`src/sv/agu_pkg.sv`:
```
// ----------------------------------------------------------------------------
// agu_pkg
// Shared types, codes and defaults for the activation and gradient unit.
// ----------------------------------------------------------------------------
package agu_pkg;

    // data path and bus sizes
    localparam int DATA_W          = 16;
    localparam int APB_W           = 32;
    localparam int ADDR_W          = 3;
    localparam int LUT_ENTRIES_DEF = 256;
    localparam int FRAC_BITS_DEF   = 12;

    // reset value of the leaky slope register, Q4.12
    localparam logic signed [DATA_W-1:0] SLOPE_RESET = 16'sd41;

    // activation modes; codes 6 and 7 behave like pass-through
    typedef enum logic [2:0] {
        MODE_LINEAR  = 3'd0,
        MODE_RELU    = 3'd1,
        MODE_LEAKY   = 3'd2,
        MODE_SIGMOID = 3'd3,
        MODE_TANH    = 3'd4,
        MODE_PASS    = 3'd5
    } mode_t;

    // register indexes on the configuration port
    typedef enum logic {
        REG_MODE  = 1'b0,
        REG_SLOPE = 1'b1
    } reg_idx_t;

    // configuration seen by the data path
    typedef struct packed {
        mode_t                      mode;
        logic signed [DATA_W-1:0]   leak_slope;
    } cfg_t;

    // per-request side information traveling down the pipeline
    typedef struct packed {
        mode_t                      mode;
        logic signed [DATA_W-1:0]   sample;
        logic signed [DATA_W-1:0]   leak_slope;
    } side_t;

endpackage

```
`src/sv/agu_cfg_regs.sv`:
```
// ----------------------------------------------------------------------------
// agu_cfg_regs
// APB register file holding the activation mode and the leaky slope.
// ----------------------------------------------------------------------------
module agu_cfg_regs (
    input  logic                          clk,
    input  logic                          rst_n,
    input  logic                          psel,
    input  logic                          penable,
    input  logic                          pwrite,
    input  logic [agu_pkg::ADDR_W-1:0]    paddr,
    input  logic [agu_pkg::APB_W-1:0]     pwdata,
    output logic [agu_pkg::APB_W-1:0]     prdata,
    output logic                          pready,
    output agu_pkg::cfg_t                 cfg
);
    import agu_pkg::*;

    mode_t                    mode_reg;
    logic signed [DATA_W-1:0] slope_reg;
    reg_idx_t                 reg_sel;
    logic                     wr_en;

    // register select is the word address
    assign reg_sel = reg_idx_t'(paddr[2]);
    assign wr_en   = psel && penable && pwrite;
    assign pready  = 1'b1;

    // register writes
    always_ff @(posedge clk or negedge rst_n)
    begin
        if (!rst_n)
        begin
            mode_reg  <= MODE_LINEAR;
            slope_reg <= SLOPE_RESET;
        end
        else if (wr_en)
        begin
            unique case (reg_sel)
                REG_MODE:  mode_reg  <= mode_t'(pwdata[2:0]);
                REG_SLOPE: slope_reg <= pwdata[DATA_W-1:0];
                default:   ;
            endcase
        end
    end

    // read mux
    always_comb
    begin
        unique case (reg_sel)
            REG_MODE:  prdata = {{(APB_W-3){1'b0}}, mode_reg};
            REG_SLOPE: prdata = {{(APB_W-DATA_W){slope_reg[DATA_W-1]}}, slope_reg};
            default:   prdata = '0;
        endcase
    end

    assign cfg.mode       = mode_reg;
    assign cfg.leak_slope = slope_reg;

endmodule

```
`config.mk`:
```
export PLATFORM = sky130hd
export DESIGN_NAME = agu_cfg_regs
export DESIGN_NICKNAME = d
export VERILOG_FILES = /design/src/sv/agu_pkg.sv /design/src/sv/agu_cfg_regs.sv
export SDC_FILE = /design/constraint.sdc
export NUM_CORES = 1
export LEC_CHECK = 0
export BUFFER_PORTS_ARGS = -buffer_cell sky130_fd_sc_hd__buf_4
export CORE_MARGIN = 4
export CORE_UTILIZATION = 30
export CTS_CLUSTER_DIAMETER = 50
export DETAILED_ROUTE_END_ITERATION = 12
export PLACE_DENSITY = 0.66
export SKIP_LAST_GASP = 1
export SLEW_MARGIN = 20
export SYNTH_ARGS = -nofsm -noshare
export SYNTH_HDL_FRONTEND = slang
export SYNTH_SLANG_ARGS = --single-unit
```
`constraint.sdc`:
```
create_clock -name clk -period 1.32 [get_ports clk]
set_input_delay 0.264 -clock clk [delete_from_list [all_inputs] [get_ports clk]]
set_output_delay 0.264 -clock clk [all_outputs]
set_load 0.01 [all_outputs]
```
==> flow_summary.ini <==
[yosys]
yosysWarningCount = 0
synth_top_area_frac = 0.387
ys_ff_latch = 19
synth.net_count = 117
synth_top_cell_by_area = dfrtp_1
netlist_area_mm2 = 0.00103
syn_area_per_cell_um2 = 13.4
seq_area_frac_synth = 0.464
synthCells = 77
ys_types = 11
ys_top_cells_by_area = dfrtp_1, mux2_4, mux2_2

[clocking]
htreeDepth = 1
cts_tree = built
insertion_delay_ns = 0.29
cts_buffers = 3
cts_buffer_depth = 2
root_buffer = clkbuf_4
cts_sinks = 19
clk_pin_slew_worst_paths_ns = 0.12

[die]
die_x_um = 66.7
coreArea_mm2 = 0.00334
die_area_mm2 = 0.00445
initial_core_util = 0.310
pin_count = 92
die_h_um = 66.7
rows = 21

[setup_path]
cp.required_ns = 1.06
arrival_ns = 1.10
cp-start-kind = register
r2r_start = slope_reg[2]$_DFFE_PN0P_
r2r_end = slope_reg[2]$_DFFE_PN0P_
rr_worst_depth = 2
reg2reg_slack_ns = 0.41
worst_setup_path_end_kind = output pin
cp-startpoint = mode_reg[0]$_DFFE_PN0P_
endpoint = prdata[0]
worstPathMaxFanout = 3
path_class = reg -> out

[pwr]
powerDensity_mw_per_mm2 = 1300
ir_drop_mv = 0.515
power_frac_clock = 0.134
switching_share = 0.304
internal-power_mw = 1.56
pwr-share-seq = 0.364
pwr-share-comb = 0.502
p_leak_nw = 0.909
p_sw_mw = 0.682

[placed_design]
io_buffers = 72
place_area_mm2 = 0.00151
pre_cts_slack_ns = -0.0688
routabilityCongestion = 0.708
dp_hpwl_um = 1860

[layout]
multi_input_area_um2 = 427
drive_above_1_share = 0.813
nets = 191
n_antenna_cell = 0
fillers = 291
area_growth_pct = 66.7
final_common_cell = buf_4
final_core_util = 0.516
final_cell_mix = buf_4, dfrtp_1, buf_6
regArea_um2 = 479
stdcell_area_mm2 = 0.00172
largest_reg_flops = 16

[sta]
layout_setup_ws_ns = -0.0416
fin_crit_ns = 1.36
slew_violations = 0
fin_skew_ns = 0
setup_viol = 6
rsz0062_at_grt = yes
fmax_mhz = 734
hold_viol_final = 0
post-route-period-util = 1.03

[flow_run]
maxCapViolations = 0

[global_routing]
antenna_found_initial = 0
grt_max_degree = 20
grt_pass1_vias = 781
grt_usage = 0.118
grt_pass1_wl_um = 3900
overflow = 0

[worst_hold_path]
hp-class = in -> reg

[drt]
drt-initial-drc-count = 5
wl_per_cell_um = 13.7
drtAntennaViolNets = 0
totalWireLength_um = 2680
drt_first_pass_iters = 3
vias = 821
drc = 0
viasPerCell = 4.19

[run_status]
violations = negative setup slack
status = complete, but fails checks
cell usage after synthesis:
master and number:
dfrtp_1 16, nand4b_1 1, buf_4 17, and2_1 13, conb_1 1, nand4_4 1
buf_6 2, mux2_4 10, clkbuf_1 1, dfstp_2 3, mux2_2 12
how the worst min path moves through the flow:
stage / startpoint / to / depth (start not counted)
after floorplan: rst_n / mode_reg[0]$_DFFE_PN0P_ / 0
after global placement: rst_n / slope_reg[10]$_DFFE_PN0P_ / 1
after detailed placement: rst_n / slope_reg[6]$_DFFE_PN0P_ / 1
after CTS: pwdata[4] / slope_reg[4]$_DFFE_PN0P_ / 2
after global routing: pwdata[10] / slope_reg[10]$_DFFE_PN0P_ / 2
final: pwdata[4] / slope_reg[4]$_DFFE_PN0P_ / 2
power groups by stage:
stage	Combinational [mW]	Clock (mW)	Sequential, mW
2_1_floorplan	0.418	0	0.878
3_3_place_gp	0.887	0	0.824
3_5_place_dp	0.898	0	0.831
4_1_cts	1.02	0.314	0.817
5_1_grt	1.20	0.337	0.829
6_report	1.12	0.301	0.815
area by class of cell:
type,count,area share
clock inverter,1,0.00290
multi-input combinational,39,0.248
tap,46,0.0334
sequential,19,0.278
timing repair buffer,88,0.425
clock buffer,3,0.0131
logic make-up (layout without fill, tap and decap cells):
family                 count (synthesis)  after routing  share of synthesized area
AND/OR/NAND/NOR                       15             16                      0.108
other                                  1              1                    0.00363
flip-flops                            19             19                      0.464
multiplexers                          22             22                      0.276
buffers and inverters                 20             92                      0.149
per-stage QoR:
step	hold slack [ns]	cells	TNS (ns)	total power [mW]
3_5_place_dp	0.159	177	-1.13	1.73
6_report	0.184	196	-0.190	2.24
3_3_place_gp	0.155	177	-0.145	1.71
2_1_floorplan	-0.0316	77	0	1.30
4_1_cts	0.177	187	-0.543	2.15
5_1_grt	0.167	196	-1.47	2.37
routing by layer:
metal | routed length (um) | track usage
met4 | 27 | 0.0533
met3 | 232 | 0.0236
met5 | 0 | 0
met2 | 1420 | 0.210
met1 | 996 | 0.135
critical path, cell delays in order, from the launching register on:
cell and delay, ns:
dfrtp_1 0.41, mux2_4 0.28, buf_6 0.12
what timing repair did:
action                                 in CTS  in global routing
resized for setup                          19                  4
endpoints found under the hold margin      16                  0
gates cloned                                1                  0
setup buffers                               4                  9
hold buffers                                1                  0
setup endpoints to repair                  22                 29
pin swaps                                   1                  0
Note: power is estimated with default switching activity, not from simulation.
