==> src/sv/agu_pkg.sv <==
// ----------------------------------------------------------------------------
// agu_pkg
// Shared types, codes and defaults for the activation and gradient unit.
// ----------------------------------------------------------------------------
package agu_pkg;

    // data path and bus sizes
    localparam int DATA_W          = 16;
    localparam int APB_W           = 32;
    localparam int ADDR_W          = 3;
    localparam int LUT_ENTRIES_DEF = 256;
    localparam int FRAC_BITS_DEF   = 12;

    // reset value of the leaky slope register, Q4.12
    localparam logic signed [DATA_W-1:0] SLOPE_RESET = 16'sd41;

    // activation modes; codes 6 and 7 behave like pass-through
    typedef enum logic [2:0] {
        MODE_LINEAR  = 3'd0,
        MODE_RELU    = 3'd1,
        MODE_LEAKY   = 3'd2,
        MODE_SIGMOID = 3'd3,
        MODE_TANH    = 3'd4,
        MODE_PASS    = 3'd5
    } mode_t;

    // register indexes on the configuration port
    typedef enum logic {
        REG_MODE  = 1'b0,
        REG_SLOPE = 1'b1
    } reg_idx_t;

    // configuration seen by the data path
    typedef struct packed {
        mode_t                      mode;
        logic signed [DATA_W-1:0]   leak_slope;
    } cfg_t;

    // per-request side information traveling down the pipeline
    typedef struct packed {
        mode_t                      mode;
        logic signed [DATA_W-1:0]   sample;
        logic signed [DATA_W-1:0]   leak_slope;
    } side_t;

endpackage

==> src/sv/agu_finish.sv <==
// ----------------------------------------------------------------------------
// agu_finish
// Shared product stage, rounding, mode select and saturation to 16 bits.
// ----------------------------------------------------------------------------
module agu_finish #(
    parameter int FRAC_BITS = agu_pkg::FRAC_BITS_DEF
) (
    input  logic                                clk,
    input  logic                                rst_n,
    input  logic                                in_valid,
    input  agu_pkg::side_t                      in_side,
    input  logic [FRAC_BITS:0]                  in_sig,
    output logic                                done,
    output logic signed [agu_pkg::DATA_W-1:0]   activated,
    output logic signed [agu_pkg::DATA_W-1:0]   derivative
);
    import agu_pkg::*;

    localparam int RW = FRAC_BITS + 1;
    localparam int OW = (FRAC_BITS + 2 > DATA_W) ? FRAC_BITS + 2 : DATA_W;
    localparam int PW = 2 * OW;
    localparam int ONE_Q = 1 << FRAC_BITS;
    localparam int HALF_Q = 1 << (FRAC_BITS - 1);
    localparam int LEAK_DEF = (ONE_Q + 50) / 100;

    // saturate a wide signed value to the output width
    function automatic logic signed [DATA_W-1:0] sat_data(input logic signed [PW-1:0] v);
        if ((v[PW-1:DATA_W-1] == '0) || (v[PW-1:DATA_W-1] == '1))
            return v[DATA_W-1:0];
        else if (v[PW-1])
            return {1'b1, {(DATA_W-1){1'b0}}};
        else
            return {1'b0, {(DATA_W-1){1'b1}}};
    endfunction

    logic signed [OW-1:0] sig_s;
    logic signed [OW-1:0] tanh_s;
    logic signed [OW-1:0] one_minus;
    logic signed [OW-1:0] alpha;
    logic signed [OW-1:0] op_a;
    logic signed [OW-1:0] op_b;

    logic                 valid4_reg;
    side_t                side4_reg;
    logic [RW-1:0]        sig4_reg;
    logic signed [PW-1:0] prod4_reg;

    logic signed [PW-1:0]     rnd_sum;
    logic signed [PW-1:0]     rnd;
    logic signed [OW-1:0]     tanh4;
    logic                     pos_x;
    logic signed [DATA_W-1:0] x4;
    logic signed [DATA_W-1:0] one_d;
    logic signed [DATA_W-1:0] act_next;
    logic signed [DATA_W-1:0] der_next;

    logic                     done_reg;
    logic signed [DATA_W-1:0] act_reg;
    logic signed [DATA_W-1:0] der_reg;

    // operand select for the single multiplier
    always_comb
    begin
        sig_s     = $signed(OW'(in_sig));
        tanh_s    = (sig_s <<< 1) - $signed(OW'(ONE_Q));
        one_minus = $signed(OW'(ONE_Q)) - sig_s;
        if (in_side.leak_slope > 0)
            alpha = OW'(in_side.leak_slope);
        else
            alpha = $signed(OW'(LEAK_DEF));
        case (in_side.mode)
            MODE_LEAKY:
            begin
                op_a = alpha;
                op_b = OW'(in_side.sample);
            end
            MODE_SIGMOID:
            begin
                op_a = sig_s;
                op_b = one_minus;
            end
            MODE_TANH:
            begin
                op_a = tanh_s;
                op_b = tanh_s;
            end
            default:
            begin
                op_a = '0;
                op_b = '0;
            end
        endcase
    end

    // rounding to nearest, ties away from zero, then per-mode result
    always_comb
    begin
        rnd_sum = prod4_reg + $signed(PW'(HALF_Q)) - $signed(PW'(prod4_reg[PW-1]));
        rnd     = rnd_sum >>> FRAC_BITS;
        tanh4   = $signed({1'b0, sig4_reg, 1'b0}) - $signed(OW'(ONE_Q));
        x4      = side4_reg.sample;
        pos_x   = !x4[DATA_W-1] && (x4 != '0);
        one_d   = DATA_W'(ONE_Q);
        case (side4_reg.mode)
            MODE_LINEAR:
            begin
                act_next = x4;
                der_next = one_d;
            end
            MODE_RELU:
            begin
                act_next = pos_x ? x4 : '0;
                der_next = pos_x ? one_d : '0;
            end
            MODE_LEAKY:
            begin
                act_next = pos_x ? x4 : sat_data(rnd);
                der_next = pos_x ? one_d : side4_reg.leak_slope;
            end
            MODE_SIGMOID:
            begin
                act_next = DATA_W'(sig4_reg);
                der_next = sat_data(rnd);
            end
            MODE_TANH:
            begin
                act_next = DATA_W'(tanh4);
                der_next = sat_data($signed(PW'(ONE_Q)) - rnd);
            end
            default:
            begin
                act_next = x4;
                der_next = '0;
            end
        endcase
    end

    // valid bits
    always_ff @(posedge clk or negedge rst_n)
    begin
        if (!rst_n)
        begin
            valid4_reg <= 1'b0;
            done_reg   <= 1'b0;
        end
        else
        begin
            valid4_reg <= in_valid;
            done_reg   <= valid4_reg;
        end
    end

    // product and output registers
    always_ff @(posedge clk)
    begin
        side4_reg <= in_side;
        sig4_reg  <= in_sig;
        prod4_reg <= op_a * op_b;
        act_reg   <= act_next;
        der_reg   <= der_next;
    end

    assign done       = done_reg;
    assign activated  = act_reg;
    assign derivative = der_reg;

endmodule

==> config.mk <==
export PLATFORM = sky130hd
export DESIGN_NAME = agu_finish
export DESIGN_NICKNAME = d
export VERILOG_FILES = /design/src/sv/agu_pkg.sv /design/src/sv/agu_finish.sv
export SDC_FILE = /design/constraint.sdc
export NUM_CORES = 1
export LEC_CHECK = 0
export BUFFER_PORTS_ARGS = -buffer_cell sky130_fd_sc_hd__buf_2
export CORE_MARGIN = 5
export CORE_UTILIZATION = 50
export CTS_CLUSTER_SIZE = 14
export DETAILED_ROUTE_END_ITERATION = 6
export GPL_TIMING_DRIVEN = 0
export PLACE_DENSITY = 0.73
export RECOVER_POWER = 50
export SYNTH_ARGS = -nofsm -noshare
export SYNTH_HDL_FRONTEND = slang
export SYNTH_SLANG_ARGS = --single-unit
==> constraint.sdc <==
create_clock -name clk -period 3.65 [get_ports clk]
set_input_delay 0.1825 -clock clk [delete_from_list [all_inputs] [get_ports clk]]
set_output_delay 0.1825 -clock clk [all_outputs]
set_load 0.05 [all_outputs]
==> impl_metrics.py <==
metrics = {
    "sta": {
        "whs_ns": 0.05144,
        "fin_ws_ns": -3.355,
        "finalHoldViolCount": 0,
        "tightest_slew_ns": 1.041,
        "period_share_pct": 191.9,
        "fin_setup_tns_ns": -72.05,
        "rsz0062_at_grt": "yes",
        "setup_viol": 55,
        "drv_slew": 0,
        "max_slew_margin_pct": 29.59,
        "period_minus_slack_ns": 7.005,
        "fmax_mhz": 142.7,
        "fin_skew_ns": 0.01335,
    },
    "clock_tree": {
        "cts_buffer_depth": 2,
        "cts_htree_levels": 4,
        "clkTransAtPathRegs_ns": 0.07,
        "cts_buffers": 17,
        "clockRootBuffer": "clkbuf_16",
        "cts.sinks": 114,
        "cts_tree": "yes",
        "clk_latency_ns": 0.45,
    },
    "logic_synthesis": {
        "synthArstFlopShare_pct": 1.754,
        "synthTopCellsByCount": "344 x inv_1, 263 x fa_1, 246 x nor2_1",
        "synth_edf_count": 0,
        "yosysTopAreaCellShare_pct": 31.72,
        "yosys_warnings": 0,
        "synthFlopType": "dfxtp_1",
        "ys_seq_area_share_pct": 13.81,
        "synth-seq-cells": 114,
        "synth_cell_types": 90,
        "syn-cell-area_mm2": 0.01660,
        "yosysMostFrequentCell": "inv_1",
        "yosys-top-cells-area": "fa_1 32%, dfxtp_1 14%, ha_1 8.7%, inv_1 7.8%, nor2_1 5.6%",
        "avgSynthCellArea_um2": 8.513,
        "syn_inst": 1950,
        "synth_top_cell_by_area": "fa_1",
    },
    "setup_path": {
        "worstPathRequired_ns": 4.01,
        "worstPathArrival_ns": 7.36,
        "crit_fanout": 10,
        "crit_path_end_kind": "flip-flop",
        "worstSetupPathType": "input port to flip-flop",
        "cp-start-kind": "input port",
    },
    "cells_and_area": {
        "largest_reg_flops": 32,
        "nets": 2711,
        "syn_to_final_growth_pct": 38.94,
        "drive_gt1_share_pct": 32.43,
    },
    "detailed_routing": {
        "firstDrtPassIters": 7,
        "wirelength_um": 59620,
        "vias": 16240,
        "drc_errors": 0,
        "postRouteAntennaNets": 0,
        "drt_iter0_drc": 1777,
        "via_per_inst": 5.931,
        "wl_per_cell_um": 21.78,
    },
    "global_routing": {
        "antenna_found_initial": 3,
        "busiest_layer": "met2",
        "grt_pass1_vias": 16260,
        "grt_util_met1_pct": 38.30,
        "track_usage_pct": 30.70,
        "grt_start_max_net_pins": 17,
        "grt_first_pass_wirelength_um": 88560,
        "met3_usage_pct": 5.144,
        "use_met2_pct": 50.57,
        "gr-total-overflow": 0,
    },
    "outcome": {
        "violations": "setup timing",
        "status": "finished with violations",
    },
    "floorplan": {
        "die_h_um": 192.2,
        "num_rows": 66,
        "die_w_um": 192.2,
        "die_area_mm2": 0.03695,
        "start_util_pct": 50.89,
        "ioPinCount": 84,
        "core_area_mm2": 0.03262,
    },
    "placed_design": {
        "pre_cts_ws_ns": -4.934,
        "place.gp.congestion": 1.016,
        "portBuffers": 83,
        "dp_hpwl_um": 41080,
    },
    "hold_path": {
        "hp-class": "input port to asynchronous set/reset pin",
    },
    "power_and_ir_drop": {
        "max-vdd-ir-drop_mv": 0.8726,
        "power_leakage_nw": 10.40,
        "powerDensity_mw_per_mm2": 860.0,
        "p_total_w": 0.01984,
    },
    "job": {
        "max_cap_violations": 0,
    },
}
## kinds of logic (layout without fill, tap and decap cells)
group                    after synthesis  in the layout  synth area share [%]
other                                  1              7               0.02259
flip-flops                           114            114                 13.81
AO/OA/AOI/OAI                        349            349                 14.60
AND/OR/NAND/NOR                      612            612                 17.34
buffers and inverters                418            758                 9.542
adder cells (fa/ha/maj)              379            379                 40.46
multiplexers                          14             14                0.8668
XOR/XNOR                              63             63                 3.369
## per-stage QoR
step / area, um2 / utilization [%] / instances
after floorplan: 17080 / - / 1954
after global placement: 18040 / 55.32 / 2479
after detailed placement: 18040 / 55.32 / 2479
after CTS: 21520 / 65.98 / 2662
after global routing: 23070 / 70.71 / 2738
final: 23070 / 70.71 / 2738
## what timing repair did
action | in CTS | in global routing
endpoints found under the hold margin | 51 | 0
endpoints found under the setup margin | 60 | 58
buffers inserted | 116 | 81
gates resized for setup | 359 | 260
gates cloned | 1 | 1
pin swaps | 122 | 126
hold buffers | 50 | 0
## final timing paths
kind / startpoint / cells past startpoint / slack, ns / end
setup / recovery: in_sig[6] / 28 / -3.36 / prod4_reg[31]
hold / removal: rst_n / 2 / 0.05 / valid4_reg
setup reg to reg: prod4_reg[13] / 17 / -0.48 / derivative[15]
hold reg to reg: valid4_reg / 0 / 0.36 / done
max in group asynchronous: rst_n / 2 / 3.48 / done
min in group clk: in_side[0] / 3 / 0.11 / prod4_reg[0]
## final cells by class
type,instances,area [um2]
Tap cell,442,553.0
Buffer,55,466.7
Multi-Input combinational cell,1422,15150
Timing Repair Buffer,327,2681
Antenna cell,2,5.005
Inverter,344,1304
Clock buffer,17,425.4
Sequential cell,114,2331
Clock inverter,15,151.4
Fill cell,2303,9553
## worst max-delay path, cell delays in order
cell,delay (ns)
buf_12,0.10
or3_4,0.38
or4_4,0.48
nor4_2,0.20
xnor2_1,0.12
a21oi_2,0.26
a21o_1,0.21
clkbuf_8,0.20
nand2_1,0.10
fa_1,0.53
fa_1,0.61
fa_1,0.45
fa_1,0.52
fa_1,0.44
fa_1,0.50
inv_1,0.06
ha_4,0.24
a21o_1,0.17
a21o_1,0.16
a21oi_2,0.12
nor2b_1,0.05
o21ai_1,0.14
nand2b_1,0.11
a221oi_4,0.34
a311oi_2,0.16
o21ai_2,0.17
a21oi_2,0.09
a31oi_4,0.24
## cell usage in the layout, fill, tap and decap left out, types with 10 or more instances in the layout
| master | n |
|---|---|
| a21o_1 | 34 |
| o211ai_1 | 13 |
| o21ai_4 | 10 |
| buf_2 | 55 |
| a21oi_4 | 25 |
| o21ai_0 | 19 |
| nand3_1 | 19 |
| xor2_1 | 10 |
| nor2_1 | 210 |
| nor2_2 | 28 |
| ha_1 | 66 |
| ha_4 | 40 |
| dlygate4sd3_1 | 50 |
| a21oi_1 | 61 |
| dfxtp_1 | 95 |
| buf_6 | 49 |
| xnor2_1 | 35 |
| buf_4 | 162 |
| nand3_2 | 10 |
| o22ai_1 | 11 |
| or2_2 | 19 |
| nand2b_1 | 31 |
| o21ai_2 | 17 |
| nand4_1 | 17 |
| a21oi_2 | 28 |
| dfxtp_2 | 10 |
| clkbuf_16 | 18 |
| nor3_1 | 10 |
| inv_1 | 312 |
| clkbuf_1 | 33 |
| nand2_1 | 134 |
| buf_8 | 13 |
| fa_1 | 255 |
| ha_2 | 10 |
| inv_2 | 29 |
## power by group
part	total (W)	internal, W	switching (W)	leakage (nW)
clock network	0.00171	0.000955	0.000759	0.287
registers	0.00182	0.00157	0.000257	0.968
logic	0.0163	0.00694	0.00936	9.15
total	0.0198	0.00947	0.0104	10.4
## routing by layer
| metal | vias to the layer above | wire length (um) |
|---|---|---|
| met2 | 1057 | 28380 |
| met5 | - | 13 |
| li1 | 6986 | - |
| met1 | 7823 | 21700 |
| met4 | 2 | 4405 |
| met3 | 371 | 5120 |
Power figures use the tool's default switching activity.
